--- src/rtl/tcce_pkg.sv ---
package tcce_pkg;

  // Field widths of the input and result items.
  localparam int OPC_W  = 2;
  localparam int CHAR_W = 8;
  localparam int COL_W  = 7;
  localparam int ROW_W  = 5;
  localparam int CELL_W = 16;
  localparam int CLR_W  = 4;

  // Configuration port.
  localparam int CFG_IDX_W = 1;
  localparam logic [CFG_IDX_W-1:0] CFG_FG = 1'd0;
  localparam logic [CFG_IDX_W-1:0] CFG_BG = 1'd1;
  localparam logic [CLR_W-1:0] FG_RESET = 4'd2;
  localparam logic [CLR_W-1:0] BG_RESET = 4'd0;

  // Character codes with a control meaning.
  localparam logic [CHAR_W-1:0] CH_BS    = 8'd8;
  localparam logic [CHAR_W-1:0] CH_TAB   = 8'd9;
  localparam logic [CHAR_W-1:0] CH_NL    = 8'd10;
  localparam logic [CHAR_W-1:0] CH_CR    = 8'd13;
  localparam logic [CHAR_W-1:0] CH_SPACE = 8'h20;

  // Cell values: space with attribute 0x02 after reset, space with a zero
  // attribute for a row uncovered by a scroll.
  localparam logic [CELL_W-1:0] RESET_CELL   = 16'h0220;
  localparam logic [CELL_W-1:0] BLANK_SCROLL = 16'h0020;

  // Depth of the command queue between the front and the back end.
  localparam int QDEPTH = 2;

  typedef enum logic [OPC_W-1:0] {
    OP_PUT    = 2'd0,
    OP_SET    = 2'd1,
    OP_PUT_AT = 2'd2,
    OP_READ   = 2'd3
  } opcode_t;

  typedef enum logic [2:0] {
    CC_PRINT,
    CC_NL,
    CC_CR,
    CC_TAB,
    CC_BS
  } char_class_t;

  typedef struct packed {
    logic [OPC_W-1:0]  opcode;
    logic [CHAR_W-1:0] char_code;
    logic [COL_W-1:0]  col;
    logic [ROW_W-1:0]  row;
  } in_item_t;

  typedef struct packed {
    logic [COL_W-1:0]  cursor_col;
    logic [ROW_W-1:0]  cursor_row;
    logic              scrolled;
    logic [CELL_W-1:0] cell_data;
  } out_item_t;

  // Classified command as it travels through the queue. Column and row are
  // already saturated to the screen size.
  typedef struct packed {
    opcode_t           op;
    char_class_t       cls;
    logic [CHAR_W-1:0] ch;
    logic [COL_W-1:0]  col;
    logic [ROW_W-1:0]  row;
  } cmd_t;

  typedef struct packed {
    logic full;
    logic empty;
  } q_stat_t;

endpackage

--- src/rtl/tcce_front.sv ---
module tcce_front import tcce_pkg::*; #(
  parameter int COLS = 80,
  parameter int ROWS = 25
) (
  input  logic     in_valid,
  output logic     in_stall,
  input  in_item_t in_data,
  input  q_stat_t  q_stat,
  input  logic     clearing,
  output logic     push,
  output cmd_t     cmd
);

  assign in_stall = q_stat.full || clearing;
  assign push     = in_valid && !in_stall;

  always_comb begin
    cmd.op  = opcode_t'(in_data.opcode);
    cmd.ch  = in_data.char_code;
    cmd.col = (int'(in_data.col) >= COLS) ? COL_W'(COLS - 1) : in_data.col;
    cmd.row = (int'(in_data.row) >= ROWS) ? ROW_W'(ROWS - 1) : in_data.row;
    case (in_data.char_code)
      CH_NL:   cmd.cls = CC_NL;
      CH_CR:   cmd.cls = CC_CR;
      CH_TAB:  cmd.cls = CC_TAB;
      CH_BS:   cmd.cls = CC_BS;
      default: cmd.cls = CC_PRINT;
    endcase
  end

endmodule

--- config.mk ---
export PLATFORM = sky130hd
export DESIGN_NAME = tcce_front
export DESIGN_NICKNAME = d
export VERILOG_FILES = /design/src/rtl/tcce_pkg.sv /design/src/rtl/tcce_front.sv
export SDC_FILE = /design/constraint.sdc
export NUM_CORES = 1
export LEC_CHECK = 0
export ABC_CLOCK_PERIOD_IN_PS = 2000
export BUFFER_PORTS_ARGS = -buffer_cell sky130_fd_sc_hd__buf_2
export CAP_MARGIN = 20
export CORE_AREA = 5 5 42 44
export DETAILED_ROUTE_END_ITERATION = 10
export DIE_AREA = 0 0 47 49
export MAX_ROUTING_LAYER = met4
export PLACE_DENSITY_LB_ADDON = 0.25
export SETUP_SLACK_MARGIN = 0.5
export SYNTH_ARGS = -nofsm -noshare
export SYNTH_HDL_FRONTEND = slang
export SYNTH_SLANG_ARGS = --single-unit
--- constraint.sdc ---
create_clock -name vclk -period 2
set_clock_uncertainty 0.15 [all_clocks]
set_input_delay 0.5 -clock vclk [all_inputs]
set_output_delay 0.5 -clock vclk [all_outputs]
set_load 0.05 [all_outputs]
# Yosys cells after proc, flatten, opt, wreduce, memory -nomap -nowiden
# Index checks and enable logic that the tools add are counted.
[totals]
register_bits = 0
wordCells = 12
out_inout_bits = 27
inputBits = 26
[classes]
n_lt_le_gt_ge = 2
muxes = 3
n_eq_ne = 4
reduce_logical = 3
[ops]
columns = ["cell", "count"]
rows = [
  ["== test 8 x 4 -> 1 bit, second input constant", 4],
  ["case mux 3 bit (4 select lines)", 1],
  ["greater-or-equal comparator 7 bit, second input constant", 1],
  ["2-to-1 mux 7 bit", 1],
  ["greater-or-equal comparator 5 bit, second input constant", 1],
  ["2-to-1 mux 5 bit", 1],
  ["logical AND 1 bit", 1],
  ["logical NOT 1 bit", 1],
  ["logical OR 1 bit", 1],
]

# Logic depth before layout (Yosys ltp)
[depth]
depth_word = 3
depth_mapped = 2
mapped_depth_nobuf = 2

# Least setup slack after synthesis
# OpenSTA, ideal clock, no wires.
[synth_timing]
path_kind = "input to output"
from = "input port in_data[17] (netlist bit)"
to = "output port cmd[20] (netlist bit)"
stages = 2
n_path_buf = 0
setup_slack_ns = -0.799
t_arrival_ns = 2.149
required_ns = 1.350
path_cell_list = "or4_4 nor3_1"
[synth_rtl]
columns = ["item", "line", "source"]
rows = [
  ["start, declared", "tcce_front.sv:7", "input in_item_t in_data,"],
  ["end, declared", "tcce_front.sv:11", "output cmd_t cmd"],
]

==> key figures <==
Worst hold path
  – Min-Delay Endpoint: cmd[23]
  – Worst min-delay path startpoint: in_data[20]
  – Tightest Hold Check Type: in -> out
  – Number of cells on the worst hold path: 0

Final layout
  – Final antenna diode count: 0
  – Area Overhead vs Synth: 243%
  – # clk buffers: 0
  – Num sequential: 0
  – Number of nets in the layout: 100
  – Register area: 0 um2
  – Post-Layout Cell Count: between 80 and 90
  – Util after Layout: 53.9%
  – Fraction of layout cells with a size suffix above 1: between 90% and 100%

STA
  – Final Setup Violations: 3
  – Period utilisation layout: 109%
  – Least-Margin Pin Slew: between 0.2 and 0.25 ns
  – Min cycle time layout: ~2.2 ns
  – Final Hold Vio Count: 0
  – Slew Viols, Final: 0
  – Post-route setup slack: -0.173 ns
  – FMAX: about 0.46 GHz
  – RSZ-0062 raised after global routing: yes
  – Slew margin rel.: a little over four fifths

Route
  – Antenna Violating Nets Remaining: 0
  – Detail Route met2 WL: between 500 and 600 um
  – Post-route DRC: 0
  – Met1 Wirelength: 278 um
  – Initial DRC count: 1
  – DRT Pass-1 Iters: 2
  – WL final: approximately 1100 um
  – Highest metal used: met3
  – DR WL met3: 276 um
  – DR vias: 357
  – Via density: ~4.1
  – DR WL/cell: ~12 um

Floorplan
  – Core box area: about 1400 um2
  – Die W: around 47 um
  – Die Height: ~49 um
  – Die area: roughly 2300 um2
  – Initial core utilization: between 15 and 20%
  – FP Rows: 14
  – Ports: 53

Logic synthesis
  – Sequential area share after synthesis: 0%
  – Syn_area_per_cell: 6.48 um2
  – Synth Net Count: 60
  – Mapped Cells: 34
  – Mapped cell area: ~220 um2
  – YS warnings: 0
  – Yosys cell types: 15

Pwr
  – Worst vdd ir: 0.000132 V
  – Sw frac: 56.0%
  – Cell Pwr Density: 327 nW/um2
  – Int Power: approximately 110 uW
  – P_sw: 139 uW
  – Leak pwr: a little under 0.4 nW
  – Clock power share: 0%
  – Seq pwr share: 0%
  – Comb pwr share: 100.0%
  – Overall power: ~250 uW

Placement
  – GPL Wtd Cong: approximately 0.72
  – Dpl cells: 85
  – DP Worst Slack: -0.350 ns
  – HPWL after DPL: approximately 830 um
  – Count of input and output buffers: 48

Status
  – Failing checks: setup timing
  – Status: complete, but fails checks

Clocking
  – Hold-fix buffers, CTS: 0

Setup path
  – CP arrival: about 1.5 ns
  – Worst Path Required: roughly 1.4 ns
  – Crit end category: output pin
  – Startpoint types: input port
  – CP Max Fanout: 3
  – Critical path type: in -> out

Flow run
  – Max-Cap Viols: 0

Global route
  – Antenna violations before repair: 0
  – GR Util All Layers: between 8 and 9%
  – Vias in the first global route: roughly 360
  – Global route total overflow: 0
  – Largest net degree at the start of global routing: 5
  – First-pass GRT wire length: about 1500 um
## cell usage after synthesis
library cell | count | area [um2]
and2_1 | 3 | 18.8
buf_4 | 10 | 75.1
clkbuf_1 | 3 | 11.3
inv_1 | 1 | 3.75
nand2_1 | 1 | 3.75
nand2b_1 | 5 | 31.3
nand3b_1 | 1 | 7.51
nor2_1 | 2 | 7.51
nor2b_1 | 2 | 12.5
nor3_1 | 1 | 5.00
nor4_2 | 1 | 12.5
o21ai_0 | 1 | 5.00
or2_2 | 1 | 6.26
or4_4 | 1 | 11.3
xnor2_1 | 1 | 8.76
## cell usage in the layout (no fill, tap or decap), drive strengths merged
master	Yosys	layout
and2	3	3
buf	10	49
clkbuf	3	2
inv	1	1
nand2	1	1
nand2b	5	5
nand3b	1	1
nor2	2	2
nor2b	2	2
nor3	1	1
nor4	1	1
o21ai	1	1
or2	1	1
or4	1	1
xnor2	1	1
## through the flow
stage / hold WS, ns / cell area (um2) / TNS, ns
final: 0.850 / 756 / -0.429
after global routing: 0.850 / 756 / -0.571
after CTS: 0.851 / 732 / -0.451
after detailed placement: 0.851 / 490 / -0.879
after global placement: 0.851 / 490 / -0.858
after floorplan: 0.908 / 320 / -0.742
## cell families after synthesis
kind of cell	after synthesis	share of synthesized area, %
buffers and inverters	14	40.9
AO/OA/AOI/OAI	1	2.27
XOR/XNOR	1	3.98
AND/OR/NAND/NOR	18	52.8
## per-layer routing
metal / vias up / global-route usage [%]
met1: 144 / 9.37
met3: 0 / 1.11
met2: 41 / 17.0
li1: 172 / -
met5: - / -
met4: 0 / 0.461
## worst max-delay path by stage
stage / startpoint / end / slack, ns / cells after the start
floorplan: in_data[17] / cmd[22] / -0.34 / 2
global placement: in_data[17] / cmd[22] / -0.34 / 4
detailed placement: in_data[17] / cmd[22] / -0.35 / 4
CTS: in_data[18] / cmd[22] / -0.18 / 4
global route: in_data[18] / cmd[22] / -0.23 / 4
finish: in_data[18] / cmd[22] / -0.17 / 4
## cell type report
cell class | instances | area, um2
fill | 123 | 646
tap | 16 | 20.0
multi-input combinational | 20 | 234
timing repair buffer | 51 | 498
inverter | 1 | 3.75
## critical path, stage by stage
cell    delay [ns]
buf_6         0.09
or4_4         0.57
nor4_4        0.16
buf_6         0.19
## power by group through the flow
stage                     clock network [mW]  registers (mW)  logic, mW
after floorplan                            0               0      0.154
after global placement                     0               0      0.183
after detailed placement                   0               0      0.184
after CTS                                  0               0      0.242
after global routing                       0               0      0.257
final                                      0               0      0.247
## repair_timing
action	in CTS	in global routing
pin swaps	10	1
hold endpoints to repair	0	0
endpoints found under the setup margin	18	16
buffers inserted	2	1
gates resized for setup	59	5
Note: power is estimated with default switching activity, not from simulation.
