**src/rtl/tcce_pkg.sv**
```systemverilog
package tcce_pkg;

  // Field widths of the input and result items.
  localparam int OPC_W  = 2;
  localparam int CHAR_W = 8;
  localparam int COL_W  = 7;
  localparam int ROW_W  = 5;
  localparam int CELL_W = 16;
  localparam int CLR_W  = 4;

  // Configuration port.
  localparam int CFG_IDX_W = 1;
  localparam logic [CFG_IDX_W-1:0] CFG_FG = 1'd0;
  localparam logic [CFG_IDX_W-1:0] CFG_BG = 1'd1;
  localparam logic [CLR_W-1:0] FG_RESET = 4'd2;
  localparam logic [CLR_W-1:0] BG_RESET = 4'd0;

  // Character codes with a control meaning.
  localparam logic [CHAR_W-1:0] CH_BS    = 8'd8;
  localparam logic [CHAR_W-1:0] CH_TAB   = 8'd9;
  localparam logic [CHAR_W-1:0] CH_NL    = 8'd10;
  localparam logic [CHAR_W-1:0] CH_CR    = 8'd13;
  localparam logic [CHAR_W-1:0] CH_SPACE = 8'h20;

  // Cell values: space with attribute 0x02 after reset, space with a zero
  // attribute for a row uncovered by a scroll.
  localparam logic [CELL_W-1:0] RESET_CELL   = 16'h0220;
  localparam logic [CELL_W-1:0] BLANK_SCROLL = 16'h0020;

  // Depth of the command queue between the front and the back end.
  localparam int QDEPTH = 2;

  typedef enum logic [OPC_W-1:0] {
    OP_PUT    = 2'd0,
    OP_SET    = 2'd1,
    OP_PUT_AT = 2'd2,
    OP_READ   = 2'd3
  } opcode_t;

  typedef enum logic [2:0] {
    CC_PRINT,
    CC_NL,
    CC_CR,
    CC_TAB,
    CC_BS
  } char_class_t;

  typedef struct packed {
    logic [OPC_W-1:0]  opcode;
    logic [CHAR_W-1:0] char_code;
    logic [COL_W-1:0]  col;
    logic [ROW_W-1:0]  row;
  } in_item_t;

  typedef struct packed {
    logic [COL_W-1:0]  cursor_col;
    logic [ROW_W-1:0]  cursor_row;
    logic              scrolled;
    logic [CELL_W-1:0] cell_data;
  } out_item_t;

  // Classified command as it travels through the queue. Column and row are
  // already saturated to the screen size.
  typedef struct packed {
    opcode_t           op;
    char_class_t       cls;
    logic [CHAR_W-1:0] ch;
    logic [COL_W-1:0]  col;
    logic [ROW_W-1:0]  row;
  } cmd_t;

  typedef struct packed {
    logic full;
    logic empty;
  } q_stat_t;

endpackage

```
**src/rtl/tcce_queue.sv**
```systemverilog
module tcce_queue import tcce_pkg::*; (
  input  logic    clk,
  input  logic    rst,
  input  logic    push,
  input  cmd_t    push_cmd,
  input  logic    pop,
  output cmd_t    head,
  output q_stat_t stat
);

  localparam int PW = (QDEPTH > 1) ? $clog2(QDEPTH) : 1;
  localparam int NW = $clog2(QDEPTH + 1);

  cmd_t          slots [QDEPTH];
  logic [PW-1:0] wr_ptr;
  logic [PW-1:0] rd_ptr;
  logic [NW-1:0] count;

  assign stat.full  = (count == NW'(QDEPTH));
  assign stat.empty = (count == '0);
  assign head       = slots[rd_ptr];

  always_ff @(posedge clk) begin
    if (push) begin
      slots[wr_ptr] <= push_cmd;
    end
  end

  always_ff @(posedge clk) begin
    if (rst) begin
      wr_ptr <= '0;
      rd_ptr <= '0;
      count  <= '0;
    end else begin
      if (push) begin
        wr_ptr <= (wr_ptr == PW'(QDEPTH - 1)) ? '0 : wr_ptr + 1'b1;
      end
      if (pop) begin
        rd_ptr <= (rd_ptr == PW'(QDEPTH - 1)) ? '0 : rd_ptr + 1'b1;
      end
      if (push && !pop) begin
        count <= count + 1'b1;
      end else if (pop && !push) begin
        count <= count - 1'b1;
      end
    end
  end

endmodule

```
**config.mk**
```make
export PLATFORM = sky130hd
export DESIGN_NAME = tcce_queue
export DESIGN_NICKNAME = d
export VERILOG_FILES = /design/src/rtl/tcce_pkg.sv /design/src/rtl/tcce_queue.sv
export SDC_FILE = /design/constraint.sdc
export NUM_CORES = 1
export LEC_CHECK = 0
export BUFFER_PORTS_ARGS = -buffer_cell sky130_fd_sc_hd__buf_2
export CAP_MARGIN = 0
export CORE_MARGIN = 3
export CORE_UTILIZATION = 40
export CTS_CLUSTER_DIAMETER = 40
export DETAILED_ROUTE_END_ITERATION = 8
export SETUP_SLACK_MARGIN = 0.15
export SLEW_MARGIN = 30
export SYNTH_ARGS = -nofsm -noshare
export SYNTH_HDL_FRONTEND = slang
export SYNTH_SLANG_ARGS = --single-unit
```
**constraint.sdc**
```tcl
create_clock -name clk -period 4.87 [get_ports clk]
set_clock_uncertainty 0.05 [all_clocks]
set_input_delay 0.974 -clock clk [delete_from_list [all_inputs] [get_ports clk]]
set_output_delay 0.974 -clock clk [all_outputs]
set_load 0.01 [all_outputs]
```
# Yosys cells after proc, flatten, opt, wreduce, memory -nomap -nowiden
# Memories as Yosys holds them, arrays and structs flattened. A register that Yosys moved wholly into a read port is not among the register bits.
# Cells that the tools add are included.
[totals]
mem_bits_ro = 0
latchBits = 0
mem_count = 1
out_inout_bits = 27
regBits = 4
ram_bits = 50
[classes]
n_reduce_logical = 6
shifts = 0
n_mux = 8
n_eq_ne = 1
n_mul = 0
addsub = 4
bitwise = 0
order_cmp = 0
n_div = 0
[memory_table]
columns = ["name", "words", "word_bits", "rd", "rd_ports_with_merged_regs", "write_ports", "line", "rtl"]
rows = [
  ["slots", 2, 25, 1, 1, 1, "tcce_queue.sv:14", "cmd_t slots [QDEPTH];"],
]
[op_table]
columns = ["cell", "count"]
rows = [
  ["2-to-1 mux 1 bit", 6],
  ["2-to-1 mux 2 bit", 2],
  ["adder 1 bit, second input constant", 2],
  ["adder 2 x 1 -> 2 bit, second input constant", 1],
  ["== test 2 bit, second input constant", 1],
  ["logical AND 1 bit", 2],
  ["zero test 1 bit", 2],
  ["zero test 2 bit", 1],
  ["nonzero test 2 bit", 1],
  ["subtractor 2 x 1 -> 2 bit, second input constant", 1],
]

# Depth between registers and ports, before layout
# Gate-level depths: netlist (run 1).
[depth]
word_depth = 4
depth_mapped = 5
mapped_depth_nobuf = 5

# Least setup slack after synthesis (run 1)
# Ideal clock, no wire load.
[synth_timing]
kind = "input-to-reg"
from = "in push"
to = "mem slots[0][0] (netlist name), enable pin"
setup_time_ns = 0.410
path_buffers = 0
slack_ns = 2.288
arrival_ns = 2.123
required_time_ns = 4.410
path_stages = 1
path_cell_list = "nor2b_1"
[synth_between]
elab_chain_cells = 2
[synth_lines]
columns = ["element", "line", "rtl"]
rows = [
  ["start, declared", "tcce_queue.sv:4", "input logic push,"],
  ["2-to-1 mux 1 bit", "tcce_queue.sv:24", "if (push) begin"],
  ["2-to-1 mux 1 bit (implied by the code)", "tcce_queue.sv:25", "slots[wr_ptr] <= push_cmd;"],
  ["end, declared", "tcce_queue.sv:14", ""],
]
# Every way passes these cells.

==> out/qor.csv, run 1 <==
metric,value,unit
largest net degree at the start of global routing,26,
layout cells sized above 1,57.1,%
I/O pin total,56,
initial cell density of the core,42.0,%
Crit Path Class,reg -> out,
largest cells by area after synthesis,"edfxtp_1 (75%), mux2_2 (14%), dfxtp_1 (5.0%)",
gpl congestion,0.668,
"Distinct cells, synth",16,
total power,0.940,mW
PortBufs,55,
max-capacitance violation count,0,
Mean Syn Cell Area,20.1,um2
most frequent cells in the layout,"buf_2 (55), edfxtp_1 (50), mux2_2 (25)",
clk_lat worst skew,290,ps
postcts setup bufs,0,
fin crit share,53.6,%
reg2reg path depth,2,
All-Layer GR Usage,11.7,%
Core ar.,4790,um2
synth warn,0,
Most Crowded Layer GR,met2,
worst vdd ir,210,uV
vias in the first global route,1089,
slew margin rel.,56.8,%
run status,"complete, no violations",
DIE AREA,5910,um2
Bufs on Longest Clock Path,2,
Fin Setup TNS,0,ps
hold_ws,457,ps
area delta synth->final,22.5,%
syn nets,130,
Num CTS Buffers,5,
Worst Max-Slew Pin Slew,645,ps
post-route minimum period,2610,ps
Site Rows,25,
RSZ-0062 raised after global routing,no,
drt wl/cell,14.7,um
CTS root buf,clkbuf_8,
Max Clk Rate,0.383,GHz
Syn Inst Count,100,
worst endpoint required time,3850,ps
sequential-to-total area share from yosys stat,79.7,%
Worst Setup Start Kind,register,
"non-filler cells, final",228,
Final #Nets,190,
FF-to-FF setup slack,3290,ps
worst r2r dst,slots[0][22]$_DFFE_PP_,
Finish-stage setup viols,0,
Worst-path clk slew,90,ps
DRT iter0 DRCs,38,
H-tree depth,2,
post-cts sizing count,0,
via count,1032,
average vias per placed instance,4.53,
Sink Count,55,
cell area after synthesis,2010,um2
Die Width,76.9,um
"FF+latch count, synth",55,
n_diodes,0,
first-pass GRT wire length,5.26,mm
initial antenna violation count,0,
DP Wirelength,2.29,mm
area share of the largest cell type after synthesis,74.7,%
DRC Markers,0,
met2 usage,20.5,%
cell taking the most area after synthesis,edfxtp_1,
Worst setup endpoint,head[3],
"commonest non-fill, non-tap cell in the layout",buf_2,
Final Max Tran Viols,0,
power density over the cells,382,nW/um2
Tightest Hold Check Type,reg -> reg,
placed cells,220,
post-route ant nets,0,
RR Startpoint,wr_ptr$_SDFFE_PP0P_,
CP arrival,1580,ps
CTS tree,built,
Die Y,76.9,um
met1 Track Usage GR,12.9,%
Pleak,0.932,nW
hold_buf cts,0,
met3 global-route usage,3.29,%
crit end category,output port,
worst-path fanout max,25,
Final Hold Fails,0,
total congestion overflow,0,
DRT Wirelength,3.35,mm
drt first pass iters,4,
-- worst max-delay path, cell delays in order (launching register included) --
cell and delay (ps):
dfxtp_2 720, mux2_2 420, buf_2 140
-- state kept, by name (all words and copies together), names as in the netlist, named ones only --
name    cells
count       2
wr_ptr      1
slots      50
rd_ptr      1
-- synthesized netlist by cell type --
cell,count
ha_1,1
dfxtp_1,5
nor2_1,5
xor2_1,2
and2_1,1
nor2b_1,1
xnor2_1,2
a21oi_1,1
edfxtp_1,50
and2b_2,1
o21ai_0,1
or3_1,1
buf_4,2
inv_1,1
mux2_2,25
buf_2,1
-- cell families after synthesis --
| logic type | synth area share (%) |
|---|---|
| compound gates | 0.497 |
| xor+xnor | 1.74 |
| simple gates | 2.30 |
| flops | 79.7 |
| mux | 14.0 |
| fa+ha+maj | 0.622 |
| buf+inv | 1.18 |
-- stage by stage --
stage	setup WS, ps	util (%)	cell area, um2
final	2260	51.5	2460
after global routing	2140	51.5	2460
after CTS	2220	51.5	2460
after detailed placement	2440	49.4	2360
after global placement	2200	49.3	2360
after floorplan	2290	-	2010
-- worst min-delay path by stage --
stage                          startpoint                    end  slack (ps)  depth (start not counted)
CTS                 count[1]$_SDFFE_PP0P_  count[1]$_SDFFE_PP0P_         460                          2
detailed placement  count[1]$_SDFFE_PP0P_  count[1]$_SDFFE_PP0P_         450                          2
floorplan           count[1]$_SDFFE_PP0P_  count[1]$_SDFFE_PP0P_         410                          2
global route        count[1]$_SDFFE_PP0P_  count[1]$_SDFFE_PP0P_         500                          2
global placement    count[1]$_SDFFE_PP0P_  count[1]$_SDFFE_PP0P_         420                          2
finish              count[1]$_SDFFE_PP0P_  count[1]$_SDFFE_PP0P_         460                          2
-- layout make-up --
| cell class | count | area [um2] |
|---|---|---|
| flip-flops and latches | 55 | 1600 |
| fillers | 420 | 2320 |
| inverters | 1 | 3.75 |
| repair buffers | 56 | 283 |
| well taps | 67 | 83.8 |
| multi-input cells | 41 | 389 |
| clock buffers | 8 | 100 |
-- routing by layer --
metal / up-vias / part of all wire, %
li1: 500 / -
met2: 30 / 52
met5: - / 0
met3: 4 / 5.1
met1: 498 / 42
met4: 0 / 1.3
-- report_power, final --
part | total, mW | internal (mW) | switching [mW]
registers | 0.565 | 0.548 | 0.0162
clock network | 0.266 | 0.130 | 0.136
logic | 0.109 | 0.0557 | 0.0535
(Power assumes the default switching activity.)
==> run 2, diff against run 1 <==
--- a/config.mk
+++ b/config.mk
@@ -5,6 +5,7 @@
 export SDC_FILE = /design/constraint.sdc
 export NUM_CORES = 1
 export LEC_CHECK = 0
+export ABC_AREA = 1
 export BUFFER_PORTS_ARGS = -buffer_cell sky130_fd_sc_hd__buf_2
 export CAP_MARGIN = 0
 export CORE_MARGIN = 3
==> constraint.sdc (replaced) <==
create_clock -name clk -period 2.55 [get_ports clk]
set_clock_uncertainty 0.05 [all_clocks]
set_input_delay 0.51 -clock clk [delete_from_list [all_inputs] [get_ports clk]]
set_output_delay 0.51 -clock clk [all_outputs]
set_load 0.01 [all_outputs]
==> run 2 against run 1 <==
Against the previous run: core utilization grew 1.7 points; sequential power grew 88%; wire length grew 2.9%; flip-flop and latch count is the same; cell area grew 6.7%; register-to-register slack lost 2100 ps; first-iteration DRC count grew 7.9%; global-route usage shrank 0.14 points; synthesized cell count grew 11%; die area grew 5.7%; non-clock buffer count grew 3; highest routed layer unchanged.
==> out/qor.csv, run 2 <==
metric,value,unit,change
Final Hold Fails,0,,unchanged
average vias per placed instance,4.53,,about the same
Final #Nets,204,,+7.4%
"FF+latch count, synth",55,,unchanged
drt wl/cell,14.2,um,-3.1%
Core ar.,4940,um2,+3.3%
vias in the first global route,1107,,+1.7%
n_diodes,0,,unchanged
Worst Setup Start Kind,register,,
first-pass GRT wire length,5.31,mm,+1.1%
Sink Count,55,,unchanged
Bufs on Longest Clock Path,2,,unchanged
cell taking the most area after synthesis,edfxtp_1,,
multi-input logic area,452,um2,+16%
clk_lat worst skew,300,ps,about the same
sequential-to-total area share from yosys stat,75.0,%,-4.7 points
post-cts sizing count,0,,unchanged
hold_buf cts,0,,unchanged
Worst Max-Slew Pin Slew,350,ps,-295 ps
"Distinct cells, synth",16,,unchanged
Die Width,79.1,um,+2.8%
max-capacitance violation count,0,,unchanged
area share of the largest cell type after synthesis,70.3,%,-4.4 points
worst vdd ir,373,uV,+78%
DRT iter0 DRCs,41,,+7.9%
largest net degree at the start of global routing,20,,-23%
design area,2630,um2,+6.7%
initial cell density of the core,43.2,%,+1.2 points
CTS tree,built,,
register area,1600,um2,unchanged
flip-flop count of the largest register after layout,50,,unchanged
power density over the cells,742,nW/um2,+95%
final core occ,53.1,%,+1.7 points
fillers,429,,+2.1%
DRC Markers,0,,unchanged
most frequent cells in the layout,"buf_2 (55), edfxtp_1 (50), mux2_4 (20)",,
Syn Inst Count,111,,+11%
Post-synth EDFFs,50,,unchanged
Main synth FF type,edfxtp_1,,
All-Layer GR Usage,11.6,%,-0.14 points
slew margin rel.,76.7,%,+20 points
postcts setup bufs,0,,unchanged
H-tree depth,2,,unchanged
Site Rows,25,,unchanged
Worst-path clk slew,90,ps,about the same
gpl congestion,0.680,,+1.8%
DIE AREA,6250,um2,+5.7%
post-route minimum period,2120,ps,
synth warn,0,,unchanged
worst-path fanout max,15,,-40%
top-count cell post-synth,edfxtp_1,,
cell area after synthesis,2140,um2,+6.2%
CTS root buf,clkbuf_8,,
total congestion overflow,0,,unchanged
Final Max Tran Viols,0,,unchanged
"commonest non-fill, non-tap cell in the layout",buf_2,,
CP arrival,1560,ps,-20 ps
Num CTS Buffers,5,,unchanged
I/O pin total,56,,unchanged
PortBufs,55,,unchanged
post-route ant nets,0,,unchanged
initial antenna violation count,0,,unchanged
layout cells sized above 1,53.7,%,-3.4 points
fin crit share,83.0,%,
drt first pass iters,6,,+2
Mean Syn Cell Area,19.2,um2,-4.3%
DP Wirelength,2.53,mm,+10%
DRT Wirelength,3.44,mm,+2.9%
DP Area,2490,um2,+5.4%
Synth async-reset ratio,0,%,unchanged
Top reg by flops,slots,,
crit end category,output port,,
Die Y,79.1,um,+2.8%
via count,1096,,+6.2%
RSZ-0062 raised after global routing,no,,
largest cells by area after synthesis,"edfxtp_1 (70%), mux2_4 (14%), dfxtp_1 (4.7%)",,
Tightest Hold Check Type,in -> reg,,
Fin Setup TNS,0,ps,unchanged
Top Registers,"slots: 50 flops, count: 2 flops",,
Post-synth top cells,"edfxtp_1 (50), mux2_4 (20), inv_1 (9)",,
Crit Path Class,reg -> out,,
syn nets,141,,+8.5%
Max Clk Rate,0.472,GHz,
Finish-stage setup viols,0,,unchanged
run status,"complete, no violations",,
area delta synth->final,23.0,%,
worst endpoint required time,1990,ps,-1860 ps
Pleak,1.07,nW,+15%
[run 2: final cells by class]
class / instances / area share, %
flip-flops and latches: 55 / 61.0
clock inverters: 3 / 2.57
multi-input cells: 44 / 17.2
clock buffers: 5 / 2.62
repair buffers: 59 / 12.1
inverters: 9 / 1.29
well taps: 67 / 3.19
[run 2: power by group]
part | switching (mW) | leakage (nW) | internal (mW)
clock | 0.261 | 0.0644 | 0.391
sequential | 0.0230 | 0.511 | 1.04
combinational | 0.111 | 0.497 | 0.125
total | 0.395 | 1.07 | 1.55
[run 2: metrics by stage]
step | hold slack, ps | total power, mW | setup slack [ps] | cells
3_5_place_dp | 463 | 1.32 | 746 | 234
6_report | 345 | 1.95 | 433 | 242
2_1_floorplan | 430 | 1.23 | 486 | 111
5_1_grt | 323 | 2.04 | 344 | 242
4_1_cts | 327 | 1.98 | 406 | 242
3_3_place_gp | 449 | 1.31 | 758 | 234
[run 2: critical path, cell delays in order (launching register included)]
cell     delay, ps
dfxtp_2        550
buf_12         220
mux2_2         340
buf_2          140
[run 2: per-layer routing]
layer / global-route usage, % / routed length, um / vias to the layer above / part of all wire [%]
met5: 0 / 0 / - / 0
met2: 20.2 / 1770 / 41 / 51
li1: - / - / 529 / -
met3: 3.85 / 245 / 7 / 7.1
met1: 13.2 / 1370 / 519 / 40
met4: 4.12 / 54 / 0 / 1.6
[run 2: logic make-up after synthesis]
group	synth area share (%)
compound gates	0.468
xor+xnor	0.410
fa+ha+maj	0.586
buf+inv	3.98
flops	75.0
mux	16.7
simple gates	2.87
[run 2: worst paths after layout]
kind | startpoint | end | slack (ps) | cells past startpoint
setup / recovery | register | head[10] | 430 | 3
hold / removal | push_cmd[15] | slots[1][15]$_DFFE_PP_ | 340 | 1
setup reg to reg | wr_ptr$_SDFFE_PP0P_ | slots[1][3]$_DFFE_PP_ | 1190 | 3
hold reg to reg | wr_ptr$_SDFFE_PP0P_ | wr_ptr$_SDFFE_PP0P_ | 480 | 2
